--- src/rtl/fba_pkg.sv ---
// ----------------------------------------------------------------------------
// fba_pkg: shared types and constants of the fit policy block allocator
// table geometry, request/result structs, status and kind codes
// ----------------------------------------------------------------------------
package fba_pkg;

  localparam int MaxBlocks  = 64;
  localparam int IdxW       = $clog2(MaxBlocks);
  localparam int CntW       = IdxW + 1;
  localparam int PageBytes  = 4096;
  localparam int PageShift  = $clog2(PageBytes);
  localparam int MaxPages   = 4096;
  localparam int AddrW      = 24;
  localparam int SizeW      = 25;
  localparam logic [SizeW-1:0] PoolLimit = SizeW'(1) << AddrW;

  typedef enum logic [1:0] {
    KIND_ALLOC  = 2'd0,
    KIND_FREE   = 2'd1,
    KIND_LOOKUP = 2'd2,
    KIND_NOP    = 2'd3
  } kind_t;

  typedef enum logic [1:0] {
    ST_OK        = 2'd0,
    ST_NO_SPACE  = 2'd1,
    ST_TBL_FULL  = 2'd2,
    ST_NOT_FOUND = 2'd3
  } status_t;

  typedef enum logic [1:0] {
    POL_FIRST = 2'd0,
    POL_BEST  = 2'd1,
    POL_WORST = 2'd2
  } policy_t;

  localparam logic CFG_POLICY = 1'b0;
  localparam logic CFG_PAGES  = 1'b1;

  typedef struct packed {
    logic [1:0]       kind;
    logic [SizeW-1:0] request_size;
    logic [AddrW-1:0] address;
  } fba_req_t;

  typedef struct packed {
    logic [1:0]       status;
    logic [AddrW-1:0] block_address;
    logic             block_valid;
    logic [SizeW-1:0] block_size;
    logic [SizeW-1:0] largest_gap;
    logic [SizeW-1:0] free_bytes;
  } fba_rsp_t;

  typedef enum logic [3:0] {
    S_IDLE,
    S_SCAN_RD,
    S_SCAN,
    S_SHIFT_RD,
    S_SHIFT_WR,
    S_INS,
    S_GAP_RD,
    S_GAP,
    S_DONE
  } fsm_t;

  // memory port requests from the sequencer
  typedef struct packed {
    logic             we;
    logic [IdxW-1:0]  waddr;
    logic [AddrW-1:0] wstart;
    logic [SizeW-1:0] wlen;
    logic [IdxW-1:0]  raddr;
  } mem_req_t;

endpackage

--- src/rtl/fba_table.sv ---
// ----------------------------------------------------------------------------
// fba_table: block table memory
// one write port and one registered read port, start and length per entry
// ----------------------------------------------------------------------------
module fba_table
  import fba_pkg::*;
(
  input  logic             clk,
  input  mem_req_t         req,
  output logic [AddrW-1:0] rd_start,
  output logic [SizeW-1:0] rd_len
);

  logic [AddrW-1:0] start_mem [MaxBlocks];
  logic [SizeW-1:0] len_mem   [MaxBlocks];

  // write and registered read
  always_ff @(posedge clk) begin
    if (req.we) begin
      start_mem[req.waddr] <= req.wstart;
      len_mem[req.waddr]   <= req.wlen;
    end
    rd_start <= start_mem[req.raddr];
    rd_len   <= len_mem[req.raddr];
  end

endmodule

--- src/rtl/fit_policy_block_allocator.sv ---
// ----------------------------------------------------------------------------
// fit_policy_block_allocator: first/best/worst fit block allocator
// address-sorted table of blocks, entries visited in turn by a read and check cycle
// ----------------------------------------------------------------------------
// channel | ports                         | handshake
// request | start, busy, in_req           | taken when start & !busy
// result  | out_valid, out_rsp            | one cycle strobe, no stall
// config  | cfg_valid/ready, cfg_index/.. | written when valid & ready
//
// a search walk and a gap walk each read a slot (S_SCAN_RD, S_GAP_RD)
// and then check it (S_SCAN, S_GAP); insert and remove move entries one
// at a time through S_SHIFT_RD and S_SHIFT_WR. the strobe is registered
// in S_DONE. the single registered table read port sets this order.
// a shared gap unit walks the entries; a final walk finds the
// largest gap. reset empties the table, no clearing pass is needed.
// config is taken only while idle.
// ----------------------------------------------------------------------------
module fit_policy_block_allocator
  import fba_pkg::*;
(
  input  logic             clk,
  input  logic             rst_n,
  input  logic             start,
  output logic             busy,
  input  fba_req_t         in_req,
  output logic             out_valid,
  output fba_rsp_t         out_rsp,
  input  logic             cfg_valid,
  output logic             cfg_ready,
  input  logic [0:0]       cfg_index,
  input  logic [12:0]      cfg_data
);

  fsm_t state_r, state_nxt;
  logic [1:0]       policy_r;
  logic [SizeW-1:0] pool_r, free_r;
  logic [CntW-1:0]  cnt_r;
  fba_req_t         req_r;
  logic [CntW-1:0]  i_r;
  logic [AddrW:0]   prev_end_r;   // end of previous block
  logic             found_r;
  logic [CntW-1:0]  chosen_r;
  logic [SizeW-1:0] cgap_r;
  logic [AddrW-1:0] clo_r;
  logic [SizeW-1:0] bsize_r, lgap_r;
  logic [1:0]       status_r;
  logic             valid_r;
  logic [AddrW-1:0] baddr_r;
  logic [CntW-1:0]  j_r;          // shift pointer
  logic             ins_r;        // shift direction: up for insert

  logic [AddrW-1:0] rd_start;
  logic [SizeW-1:0] rd_len;
  mem_req_t         mreq;

  fba_table u_table (.clk(clk), .req(mreq), .rd_start(rd_start), .rd_len(rd_len));

  // shared gap unit: gap before entry i (or end gap at i==cnt)
  logic             at_end;
  logic [AddrW:0]   hi_v;
  logic [SizeW-1:0] gap_v;
  logic [AddrW:0]   blk_end;
  logic             hit_v;
  always_comb begin
    at_end  = (i_r == cnt_r);
    hi_v    = at_end ? pool_r : {1'b0, rd_start};
    gap_v   = (hi_v > prev_end_r) ? SizeW'(hi_v - prev_end_r) : '0;
    blk_end = {1'b0, rd_start} + rd_len;
    hit_v   = (rd_start <= req_r.address) && ({1'b0, req_r.address} < blk_end);
  end

  // page count to bytes
  logic [12:0]      pg;
  logic [SizeW-1:0] pool_v;
  always_comb begin
    pg = (cfg_data == '0) ? 13'd1 : cfg_data;
    if (pg > 13'(MaxPages)) pg = 13'(MaxPages);
    pool_v = (SizeW'(pg) << PageShift > PoolLimit) ? PoolLimit : SizeW'(pg) << PageShift;
  end

  assign busy      = (state_r != S_IDLE);
  assign cfg_ready = (state_r == S_IDLE);

  // next state
  always_comb begin
    state_nxt = state_r;
    unique case (state_r)
      S_IDLE:     if (start) state_nxt = S_SCAN_RD;
      S_SCAN_RD:  state_nxt = S_SCAN;
      S_SCAN: begin
        if (req_r.kind == KIND_ALLOC) begin
          if (cnt_r == CntW'(MaxBlocks) || req_r.request_size == '0 ||
              req_r.request_size > free_r) state_nxt = S_GAP_RD;
          else if (at_end || (gap_v >= req_r.request_size && !found_r &&
                   policy_r != POL_BEST && policy_r != POL_WORST)) begin
            if (found_r || gap_v >= req_r.request_size) state_nxt = S_SHIFT_RD;
            else state_nxt = S_GAP_RD;
          end else state_nxt = S_SCAN_RD;
        end else if (req_r.kind == KIND_NOP || at_end) state_nxt = S_GAP_RD;
        else if (hit_v) state_nxt = (req_r.kind == KIND_FREE) ? S_SHIFT_RD : S_GAP_RD;
        else state_nxt = S_SCAN_RD;
      end
      S_SHIFT_RD: begin
        if (ins_r ? (j_r == chosen_r) : (j_r == cnt_r)) state_nxt = ins_r ? S_INS : S_GAP_RD;
        else state_nxt = S_SHIFT_WR;
      end
      S_SHIFT_WR: state_nxt = S_SHIFT_RD;
      S_INS:      state_nxt = S_GAP_RD;
      S_GAP_RD:   state_nxt = S_GAP;
      S_GAP:      state_nxt = at_end ? S_DONE : S_GAP_RD;
      S_DONE:     state_nxt = S_IDLE;
      default:    state_nxt = S_IDLE;
    endcase
  end

  // memory port control
  always_comb begin
    mreq = '0;
    mreq.raddr = i_r[IdxW-1:0];
    unique case (state_r)
      S_SHIFT_RD: mreq.raddr = ins_r ? IdxW'(j_r - 1'b1) : j_r[IdxW-1:0];
      S_SHIFT_WR: begin
        mreq.we     = 1'b1;
        mreq.waddr  = ins_r ? j_r[IdxW-1:0] : IdxW'(j_r - 1'b1);
        mreq.wstart = rd_start;
        mreq.wlen   = rd_len;
      end
      S_INS: begin
        mreq.we     = 1'b1;
        mreq.waddr  = chosen_r[IdxW-1:0];
        mreq.wstart = clo_r;
        mreq.wlen   = req_r.request_size;
      end
      default: ;
    endcase
  end

  // datapath registers
  always_ff @(posedge clk) begin
    if (!rst_n) begin
      state_r  <= S_IDLE;
      policy_r <= POL_FIRST;
      pool_r   <= SizeW'(PageBytes);
      free_r   <= SizeW'(PageBytes);
      cnt_r    <= '0;
      out_valid <= 1'b0;
    end else begin
      state_r   <= state_nxt;
      out_valid <= 1'b0;
      unique case (state_r)
        S_IDLE: begin
          if (cfg_valid) begin
            if (cfg_index == CFG_POLICY) policy_r <= cfg_data[1:0];
            else begin
              pool_r <= pool_v;
              free_r <= pool_v;
              cnt_r  <= '0;
            end
          end
          if (start) begin
            req_r      <= in_req;
            i_r        <= '0;
            prev_end_r <= '0;
            found_r    <= 1'b0;
            status_r   <= ST_OK;
            valid_r    <= 1'b0;
            baddr_r    <= '0;
            bsize_r    <= '0;
            if (in_req.kind == KIND_FREE || in_req.kind == KIND_LOOKUP)
              status_r <= ST_NOT_FOUND;
          end
        end
        S_SCAN: begin
          if (req_r.kind == KIND_ALLOC) begin
            if (cnt_r == CntW'(MaxBlocks)) status_r <= ST_TBL_FULL;
            else if (req_r.request_size == '0 || req_r.request_size > free_r)
              status_r <= ST_NO_SPACE;
            else begin
              // fit test and policy compare
              if (gap_v >= req_r.request_size && (!found_r ||
                  (policy_r == POL_BEST && gap_v < cgap_r) ||
                  (policy_r == POL_WORST && gap_v > cgap_r))) begin
                found_r  <= 1'b1;
                chosen_r <= i_r;
                cgap_r   <= gap_v;
                clo_r    <= prev_end_r[AddrW-1:0];
              end
              if (state_nxt == S_SHIFT_RD) begin
                ins_r <= 1'b1;
                j_r   <= cnt_r;
                if (!(found_r)) begin
                  chosen_r <= i_r;
                  clo_r    <= prev_end_r[AddrW-1:0];
                end
              end else if (state_nxt == S_GAP_RD) status_r <= ST_NO_SPACE;
              prev_end_r <= blk_end;
              i_r        <= i_r + 1'b1;
            end
          end else if (req_r.kind != KIND_NOP && !at_end) begin
            if (hit_v) begin
              status_r <= ST_OK;
              valid_r  <= (req_r.kind == KIND_LOOKUP);
              bsize_r  <= (req_r.kind == KIND_LOOKUP) ? rd_len : '0;
              if (req_r.kind == KIND_FREE) begin
                free_r <= free_r + rd_len;
                ins_r  <= 1'b0;
                j_r    <= i_r + 1'b1;
              end
            end
            i_r <= i_r + 1'b1;
          end
          if (state_nxt == S_GAP_RD) begin
            i_r        <= '0;
            prev_end_r <= '0;
            lgap_r     <= '0;
          end
        end
        S_SHIFT_RD: begin
          if (state_nxt == S_GAP_RD) begin
            cnt_r      <= cnt_r - 1'b1;
            i_r        <= '0;
            prev_end_r <= '0;
            lgap_r     <= '0;
          end
        end
        S_SHIFT_WR: j_r <= ins_r ? j_r - 1'b1 : j_r + 1'b1;
        S_INS: begin
          cnt_r      <= cnt_r + 1'b1;
          free_r     <= free_r - req_r.request_size;
          baddr_r    <= clo_r;
          i_r        <= '0;
          prev_end_r <= '0;
          lgap_r     <= '0;
        end
        S_GAP: begin
          if (gap_v > lgap_r) lgap_r <= gap_v;
          prev_end_r <= blk_end;
          i_r        <= i_r + 1'b1;
        end
        S_DONE: out_valid <= 1'b1;
        default: ;
      endcase
    end
  end

  always_comb begin
    out_rsp.status        = status_r;
    out_rsp.block_address = baddr_r;
    out_rsp.block_valid   = valid_r;
    out_rsp.block_size    = bsize_r;
    out_rsp.largest_gap   = lgap_r;
    out_rsp.free_bytes    = free_r;
  end

  // checks
  a_cnt_range: assert property (@(posedge clk) disable iff (!rst_n)
    cnt_r <= CntW'(MaxBlocks)) else $error("block count overflow");
  a_free_range: assert property (@(posedge clk) disable iff (!rst_n)
    free_r <= pool_r) else $error("free bytes exceed pool");
  a_gap_free: assert property (@(posedge clk) disable iff (!rst_n)
    out_valid |-> out_rsp.largest_gap <= out_rsp.free_bytes)
    else $error("largest gap exceeds free bytes");
  a_strobe: assert property (@(posedge clk) disable iff (!rst_n)
    out_valid |=> !out_valid) else $error("result strobe longer than a cycle");

endmodule
--- config.mk ---
export PLATFORM = sky130hd
export DESIGN_NAME = fit_policy_block_allocator
export DESIGN_NICKNAME = d
export VERILOG_FILES = /design/src/rtl/fba_pkg.sv /design/src/rtl/fba_table.sv /design/src/rtl/fit_policy_block_allocator.sv
export SDC_FILE = /design/constraint.sdc
export NUM_CORES = 2
export LEC_CHECK = 0
export BUFFER_PORTS_ARGS = -buffer_cell sky130_fd_sc_hd__buf_2
export CAP_MARGIN = 10
export CORE_AREA = 4 4 600 602
export DETAILED_ROUTE_END_ITERATION = 8
export DIE_AREA = 0 0 604 606
export HOLD_SLACK_MARGIN = 0.15
export PLACE_DENSITY = 0.55
export SLEW_MARGIN = 20
export SYNTH_ARGS = -nofsm -noshare
export SYNTH_HDL_FRONTEND = slang
export SYNTH_SLANG_ARGS = --single-unit
--- constraint.sdc ---
create_clock -name clk -period 12 [get_ports clk]
set_clock_uncertainty 0.05 [all_clocks]
set_input_delay 3 -clock clk [delete_from_list [all_inputs] [get_ports clk]]
set_output_delay 3 -clock clk [all_outputs]
set_load 0.05 [all_outputs]
Word level (Yosys, flattened, before mapping) --
Memories as Yosys holds them, arrays and structs flattened. A register that Yosys moved wholly into a read port is not among the register bits. Index checks and enable logic that the tools add are counted.
Operators by class: $add $sub $neg 9, order comparisons 10, eq/ne operators 55, muxes and demuxes 102, bitwise gates (word level) 3, reductions and logical operators 51
Operator list (count):
- $mux W25 | 20
- $pmux W25 S3 | 2
- $mux W7 | 21
- $pmux W25 S5 | 1
- $pmux W56 S2 | 1
- $gt A25 B25 Y1 | 4
- $mux W24 | 4
- $pmux W25 S2 | 1
- $sub A25 B25 Y25 | 2
- $pmux W24 S2 | 1
- $pmux W7 S5 | 1
- $reduce_and A7 Y1 | 5
- $ne A2 B2 Y1 const B | 16
- $pmux W4 S8 | 1
- $ne A3 B3 Y1 const B | 9
- $mux W13 | 2
- $add A24 B25 Y25 | 1
- $add A25 B25 Y25 | 1
- $ge A25 B25 Y1 | 1
- $gt A25 B25 Y1 const B | 1
- $logic_not A25 Y1 | 1
- $lt A24 B25 Y1 | 1
- $lt A25 B25 Y1 | 1
- $le A24 B24 Y1 | 1
- other kinds (40) | 131
Storage, ports and cells: register bits after elaboration 289, memory bits (writable) 3136, input bits 69, word-level logic and storage cells 254, memories 2
Memories:
- u_table.len_mem | words 64, bits a word 25, read ports 1, clocked after Yosys merged registers in 1, write ports 1, RTL line fba_table.sv:15 | logic [SizeW-1:0] len_mem [MaxBlocks];
- u_table.start_mem | words 64, bits a word 24, read ports 1, clocked after Yosys merged registers in 1, write ports 1, RTL line fba_table.sv:14 | logic [AddrW-1:0] start_mem [MaxBlocks];

Longest topological paths before layout --
word-level depth 20, depth in mapped cells 32

By module --
From an unflattened synthesis, not the netlist that was laid out.
Second synthesis, totals: cells, all modules 7222, area, all modules 139940.5 µm²
By module, submodules not included:
- fba_table | instances 1, cells each 5101, area each 119572.2 µm², sequential area each 95151.3 µm²
- fit_policy_block_allocator | instances 1, cells each 2121, area each 20368.3 µm², sequential area each 7797.5 µm²

Worst setup path after synthesis --
OpenSTA, ideal clock, no wires.
path kind reg-to-reg, start point reg i_r[0], end point reg lgap_r[0] (enable), setup time 447 ps, arrival time 7839 ps, data required time 11503 ps, setup slack 3664 ps, cell stages (with the launch flop) 31, buffers on the path 3, period minus slack after synthesis 8336 ps, cell sequence edfxtp_1 -> clkbuf_1 -> xnor2_1 -> nand2_1 -> or3_1 -> clkbuf_1 -> clkbuf_1 -> nand2_1 -> ha_1 -> inv_1 -> fa_1 -> nand3_1 -> a21boi_0 -> o21a_1 -> o41ai_1 -> o31ai_1 -> a211oi_1 -> nand2b_1 -> a21oi_1 -> xnor2_1 -> nor2_1 -> ha_1 -> nand4_1 -> nor4_1 -> o21ai_0 -> a31oi_1 -> nor4_1 -> o41ai_1 -> nor2_1 -> o21a_1 -> o32ai_1
On the way: longest elaborated chain between the ends 16
RTL lines:
- start: declaration | RTL line fit_policy_block_allocator.sv:39 | logic [CntW-1:0] i_r;
- start signal: assignment | RTL line fit_policy_block_allocator.sv:197 | i_r <= i_r + 1'b1;
- start signal: assignment | RTL line fit_policy_block_allocator.sv:210 | i_r <= i_r + 1'b1;
- start signal: assignment | RTL line fit_policy_block_allocator.sv:238 | i_r <= i_r + 1'b1;
- $eq A7 B7 Y1 * | RTL line fit_policy_block_allocator.sv:65 | at_end = (i_r == cnt_r);
- $mux W25 * | RTL line fit_policy_block_allocator.sv:66 | hi_v = at_end ? pool_r : {1'b0, rd_start};
- $sub A25 B25 Y25 / $gt A25 B25 Y1 (equally long branches) | RTL line fit_policy_block_allocator.sv:67 | gap_v = (hi_v > prev_end_r) ? SizeW'(hi_v - prev_end_r) : '0;
- $mux W25 * | RTL line fit_policy_block_allocator.sv:67
- via gap_v[22] | RTL line fit_policy_block_allocator.sv:61 | logic [SizeW-1:0] gap_v;
- $ge A25 B25 Y1 | RTL line fit_policy_block_allocator.sv:94, fit_policy_block_allocator.sv:96
- $logic_and A1 B1 Y1 (2 in a row) | RTL line fit_policy_block_allocator.sv:94 | else if (at_end || (gap_v >= req_r.request_size && !found_r &&
- $logic_and A1 B1 Y1 | RTL line fit_policy_block_allocator.sv:95 | policy_r != POL_BEST && policy_r != POL_WORST)) begin
- $logic_or A1 B1 Y1 | RTL line fit_policy_block_allocator.sv:94
- $mux W4 | RTL line fit_policy_block_allocator.sv:94
- $mux W4 | RTL line fit_policy_block_allocator.sv:92 | if (cnt_r == CntW'(MaxBlocks) || req_r.request_size == '0 ||
- $mux W4 | RTL line fit_policy_block_allocator.sv:91 | if (req_r.kind == KIND_ALLOC) begin
- $pmux W4 S8 | RTL line fit_policy_block_allocator.sv:87 | unique case (state_r)
- $eq A4 B3 Y1 | RTL line fit_policy_block_allocator.sv:212, fit_policy_block_allocator.sv:219
- $ne A2 B1 Y1 (no line)
- $reduce_and A4 Y1 (no line) *
- end signal: assignment | RTL line fit_policy_block_allocator.sv:236 | if (gap_v > lgap_r) lgap_r <= gap_v;
- end: declaration | RTL line fit_policy_block_allocator.sv:45 | logic [SizeW-1:0] bsize_r, lgap_r;
Mark *: on every way through the listed nets, which the timed path passes. The rest lies on a longest branch. A chain may end at the register's enable or synchronous reset.

Final worst setup path --
start point reg i_r[0], end point reg clo_r[4] (data pin)
On the way: longest elaborated chain between the ends 15
RTL lines:
- $eq A7 B7 Y1 * | RTL line fit_policy_block_allocator.sv:65
- $mux W25 * | RTL line fit_policy_block_allocator.sv:66
- $sub A25 B25 Y25 / $gt A25 B25 Y1 (equally long branches) | RTL line fit_policy_block_allocator.sv:67
- $mux W25 * | RTL line fit_policy_block_allocator.sv:67
- via gap_v[22] | RTL line fit_policy_block_allocator.sv:61
- $ge A25 B25 Y1 | RTL line fit_policy_block_allocator.sv:94, fit_policy_block_allocator.sv:96, fit_policy_block_allocator.sv:180
- $logic_and A1 B1 Y1 (2 in a row) | RTL line fit_policy_block_allocator.sv:94
- $logic_and A1 B1 Y1 | RTL line fit_policy_block_allocator.sv:95
- $logic_or A1 B1 Y1 | RTL line fit_policy_block_allocator.sv:94
- $mux W4 | RTL line fit_policy_block_allocator.sv:94
- $mux W4 | RTL line fit_policy_block_allocator.sv:92
- $mux W4 | RTL line fit_policy_block_allocator.sv:91
- $pmux W4 S8 | RTL line fit_policy_block_allocator.sv:87
- $eq A4 B2 Y1 | RTL line fit_policy_block_allocator.sv:188 | if (state_nxt == S_SHIFT_RD) begin
- $mux W24 * | RTL line fit_policy_block_allocator.sv:188
- end signal: assignment | RTL line fit_policy_block_allocator.sv:186 | clo_r <= prev_end_r[AddrW-1:0];
- end signal: assignment | RTL line fit_policy_block_allocator.sv:193 | clo_r <= prev_end_r[AddrW-1:0];
- end: declaration | RTL line fit_policy_block_allocator.sv:44 | logic [AddrW-1:0] clo_r;
Marks and branches as above.

==> flow_summary.ini <==
[worst_setup_path]
setup.worst_path.start_class = flop
crit_path_end = clo_r[4]
critPathKind = flop to flop
crit_start = i_r[0]
r2r_end = clo_r[4]
cp_data_required_time_ps = 12610
crit_slowest_cell = sky130_fd_sc_hd__o41ai_1
rr_startpoint = i_r[0]
cp_peak_stage_delay_ps = 660
reg2regPathDepth = 30
worst-path-max-fanout = 31
cp-end-kind = flop
setup.reg_to_reg.worst_slack_ps = 3240
arrival_ps = 9370

[routing]
drt-pass1-iter-count = 6
drt_wl_total_um = 411000
avgRoutedWirePerCell_um = 32.0
drc_errors = 0
route.vias.total = 74800
drt-vias-per-instance = 5.81
ant_nets = 0
1st_iter_drt_viols = 8088

[clocking]
cts-root-to-sink-buffers = 4
htreeDepth = 5
cts.clk_slew.worst_paths_ps = 60
clk-insertion-delay-late_ps = 940
tritoncts_num_sinks = 3462
clock-root-buffer = sky130_fd_sc_hd__clkbuf_16
cts_inserted_buffers = 361
cts_tree = built
postCtsSetupRepairBufs = 0
cts_resized = 0
post_cts_hold_buffer_count = 0

[pwr]
power.share.clock = 0.305
sw_frac_of_total = 0.324
leakage_component_of_the_power_nw = 52.7
switching_power_mw = 11.4
p_int_mw = 23.8
power.total_mw = 35.2
power.share.sequential = 0.414
comb_power_share = 0.281
max-vdd-ir-drop_mv = 0.157
power_density_relative_to_cell_area_mw_per_mm2 = 218

[grt]
grt_antenna_before_repair = 23
grt_first_pass_wirelength_um = 577000
grt_pass1_vias = 75300
grt_usage = 0.221
globalRoute.totalOverflow = 0
largest_net_degree_at_the_start_of_global_routing = 120

[die]
floorplan.initialDensity = 0.398
die-height_um = 606
die-width_um = 604
pin_count = 174
rows = 219
core_area_mm2 = 0.355
die_area_mm2 = 0.366

[synth]
synth_cells = 7434
net_count_synth = 7739
syn-cell-area_mm2 = 0.141
synth.avg_cell_area_um2 = 19.0
synth_common_cells = sky130_fd_sc_hd__edfxtp_1, sky130_fd_sc_hd__mux4_2, sky130_fd_sc_hd__a211oi_1
yosysWarnings = 0
ys_seq_elements = 3462
synth_top_cell_by_area = sky130_fd_sc_hd__edfxtp_1
synthMostInstantiatedCell = sky130_fd_sc_hd__edfxtp_1
yosys_most_used_dff = sky130_fd_sc_hd__edfxtp_1
yosys.cell_types.count = 78
synth_seq_area_share = 0.728
synth_area_leaders = sky130_fd_sc_hd__edfxtp_1, sky130_fd_sc_hd__mux4_2, sky130_fd_sc_hd__ha_1, sky130_fd_sc_hd__a211oi_1, sky130_fd_sc_hd__mux2i_1
synth_top_area_frac = 0.714
synth-edff-count = 3361
ffs_w_async_s_r_synth = 0

[sta]
worst_slew_pin_slew_ps = 1260
layout_worst_path_cycle_share = 0.730
setup_viol_count_final = 0
timing_max_transition_violations_final = 0
final-hold-violation-count = 0
worst_slew_margin_rel = 0.155
setup_slack_ps = 3240
grt_setup_unrepaired = false
fin_setup_tns_ps = 0
highest_clock_rate_mhz = 114
final.min_clock_period_ps = 8760

[worst_hold_path]
min-delay-path-class = flop to flop

[flow_run]
maxCapViolations = 0

[layout]
multi_input_comb_area_mm2 = 0.0371
area_delta_synth_final_pct = 13.9
stdcell_count = 12900
fill_cells = 30000
finalNetCount = 8130
layout.area.seq_mm2 = 0.103
drive_above_1_share = 0.233

[place]
gp_congestion = 0.919
post-place-cells = 12200
place.detailed.hpwl_um = 240000
pre_cts_ws_ps = 3200
port_buffers = 173

[run_status]
outcome = finished, final reports clean
-- worst max-delay path: cells and delay by family, from the launching register on --
family / cells / cell delay [ps]
xor+xnor: 2 / 330
simple gates: 10 / 2250
flops: 1 / 540
mux: 1 / 390
fa+ha+maj: 3 / 810
buf+inv: 3 / 730
compound gates: 11 / 3320
-- layout make-up --
class,count,area share
clock inverter,187,0.00945
timing repair buffer,422,0.0198
sequential,3462,0.639
inverter,167,0.00389
antenna,10,0.000155
clock buffer,460,0.0601
multi-input combinational,3411,0.230
tap,4751,0.0369
-- cells by family after synthesis --
group,share of synthesized area
mux,0.145
buf+inv,0.0163
xor+xnor,0.00719
fa+ha+maj,0.0212
compound gates,0.0494
simple gates,0.0330
flops,0.728
-- power by group through the flow --
stage	Combinational [mW]	Clock (mW)	Sequential (mW)
5_1_grt	10.7	11.5	14.5
3_3_place_gp	9.81	0	14.8
4_1_cts	9.92	11.0	14.5
2_1_floorplan	6.57	0	14.6
6_report	9.89	10.7	14.5
3_5_place_dp	9.89	0	14.8
-- per-stage QoR --
stage | utilization | hold WS [ps] | cell area (um2)
2_1_floorplan | - | 395 | 141000
3_3_place_gp | 0.421 | 432 | 149000
3_5_place_dp | 0.422 | 440 | 150000
4_1_cts | 0.453 | 452 | 161000
5_1_grt | 0.454 | 487 | 161000
6_report | 0.454 | 454 | 161000
-- registers in the layout, summed over array words and instances (netlist names), 2 cells and up --
register           cells
u_table.rd_start      24
u_table.len_mem     1600
clo_r                 24
state_r                4
prev_end_r            25
cnt_r                  7
status_r               2
req_r                 51
lgap_r                25
baddr_r               24
j_r                    7
free_r                25
i_r                    7
bsize_r               25
u_table.start_mem   1536
u_table.rd_len        25
cgap_r                25
pool_r                13
chosen_r               7
policy_r               2
-- layout by cell type (no fill, tap or decap), types with 16 or more instances in the layout --
master / count
sky130_fd_sc_hd__o21a_1: 20
sky130_fd_sc_hd__dfxtp_1: 100
sky130_fd_sc_hd__a31oi_1: 16
sky130_fd_sc_hd__bufinv_16: 17
sky130_fd_sc_hd__nor2b_1: 216
sky130_fd_sc_hd__nor3_1: 26
sky130_fd_sc_hd__buf_2: 173
sky130_fd_sc_hd__buf_4: 218
sky130_fd_sc_hd__nand2_1: 156
sky130_fd_sc_hd__edfxtp_1: 3361
sky130_fd_sc_hd__nor4_1: 23
sky130_fd_sc_hd__mux2_2: 27
sky130_fd_sc_hd__mux2i_1: 239
sky130_fd_sc_hd__buf_12: 22
sky130_fd_sc_hd__nor2_1: 202
sky130_fd_sc_hd__nand4_1: 34
sky130_fd_sc_hd__and2_1: 27
sky130_fd_sc_hd__clkinv_2: 70
sky130_fd_sc_hd__nor2_4: 93
sky130_fd_sc_hd__nand3_1: 41
sky130_fd_sc_hd__and3_1: 57
sky130_fd_sc_hd__inv_1: 165
sky130_fd_sc_hd__a21oi_1: 351
sky130_fd_sc_hd__mux4_2: 784
sky130_fd_sc_hd__nand2b_1: 22
sky130_fd_sc_hd__o21ai_0: 101
sky130_fd_sc_hd__a21o_1: 61
sky130_fd_sc_hd__ha_1: 231
sky130_fd_sc_hd__xor2_1: 52
sky130_fd_sc_hd__clkbuf_16: 371
sky130_fd_sc_hd__clkbuf_1: 84
sky130_fd_sc_hd__a211oi_1: 354
sky130_fd_sc_hd__xnor2_1: 64
sky130_fd_sc_hd__clkinv_1: 68
-- metal layers --
| metal | vias up | wire (um) | track usage |
|---|---|---|---|
| met5 | - | 29 | 0 |
| met4 | 4 | 12400 | 0.0648 |
| met3 | 543 | 27500 | 0.0319 |
| met2 | 2791 | 198000 | 0.361 |
| met1 | 40200 | 173000 | 0.308 |
| li1 | 31200 | - | - |
-- how the worst min path moves through the flow --
stage	startpoint	endpoint	slack [ps]	depth (start not counted)
after floorplan	pool_r[12]	pool_r[12]	400	2
final	pool_r[22]	pool_r[22]	450	2
after global routing	pool_r[12]	pool_r[12]	490	2
after detailed placement	pool_r[19]	pool_r[19]	440	2
after global placement	pool_r[22]	pool_r[22]	430	2
after CTS	pool_r[19]	pool_r[19]	450	2
No activity file was read; power rests on OpenSTA's default activity.
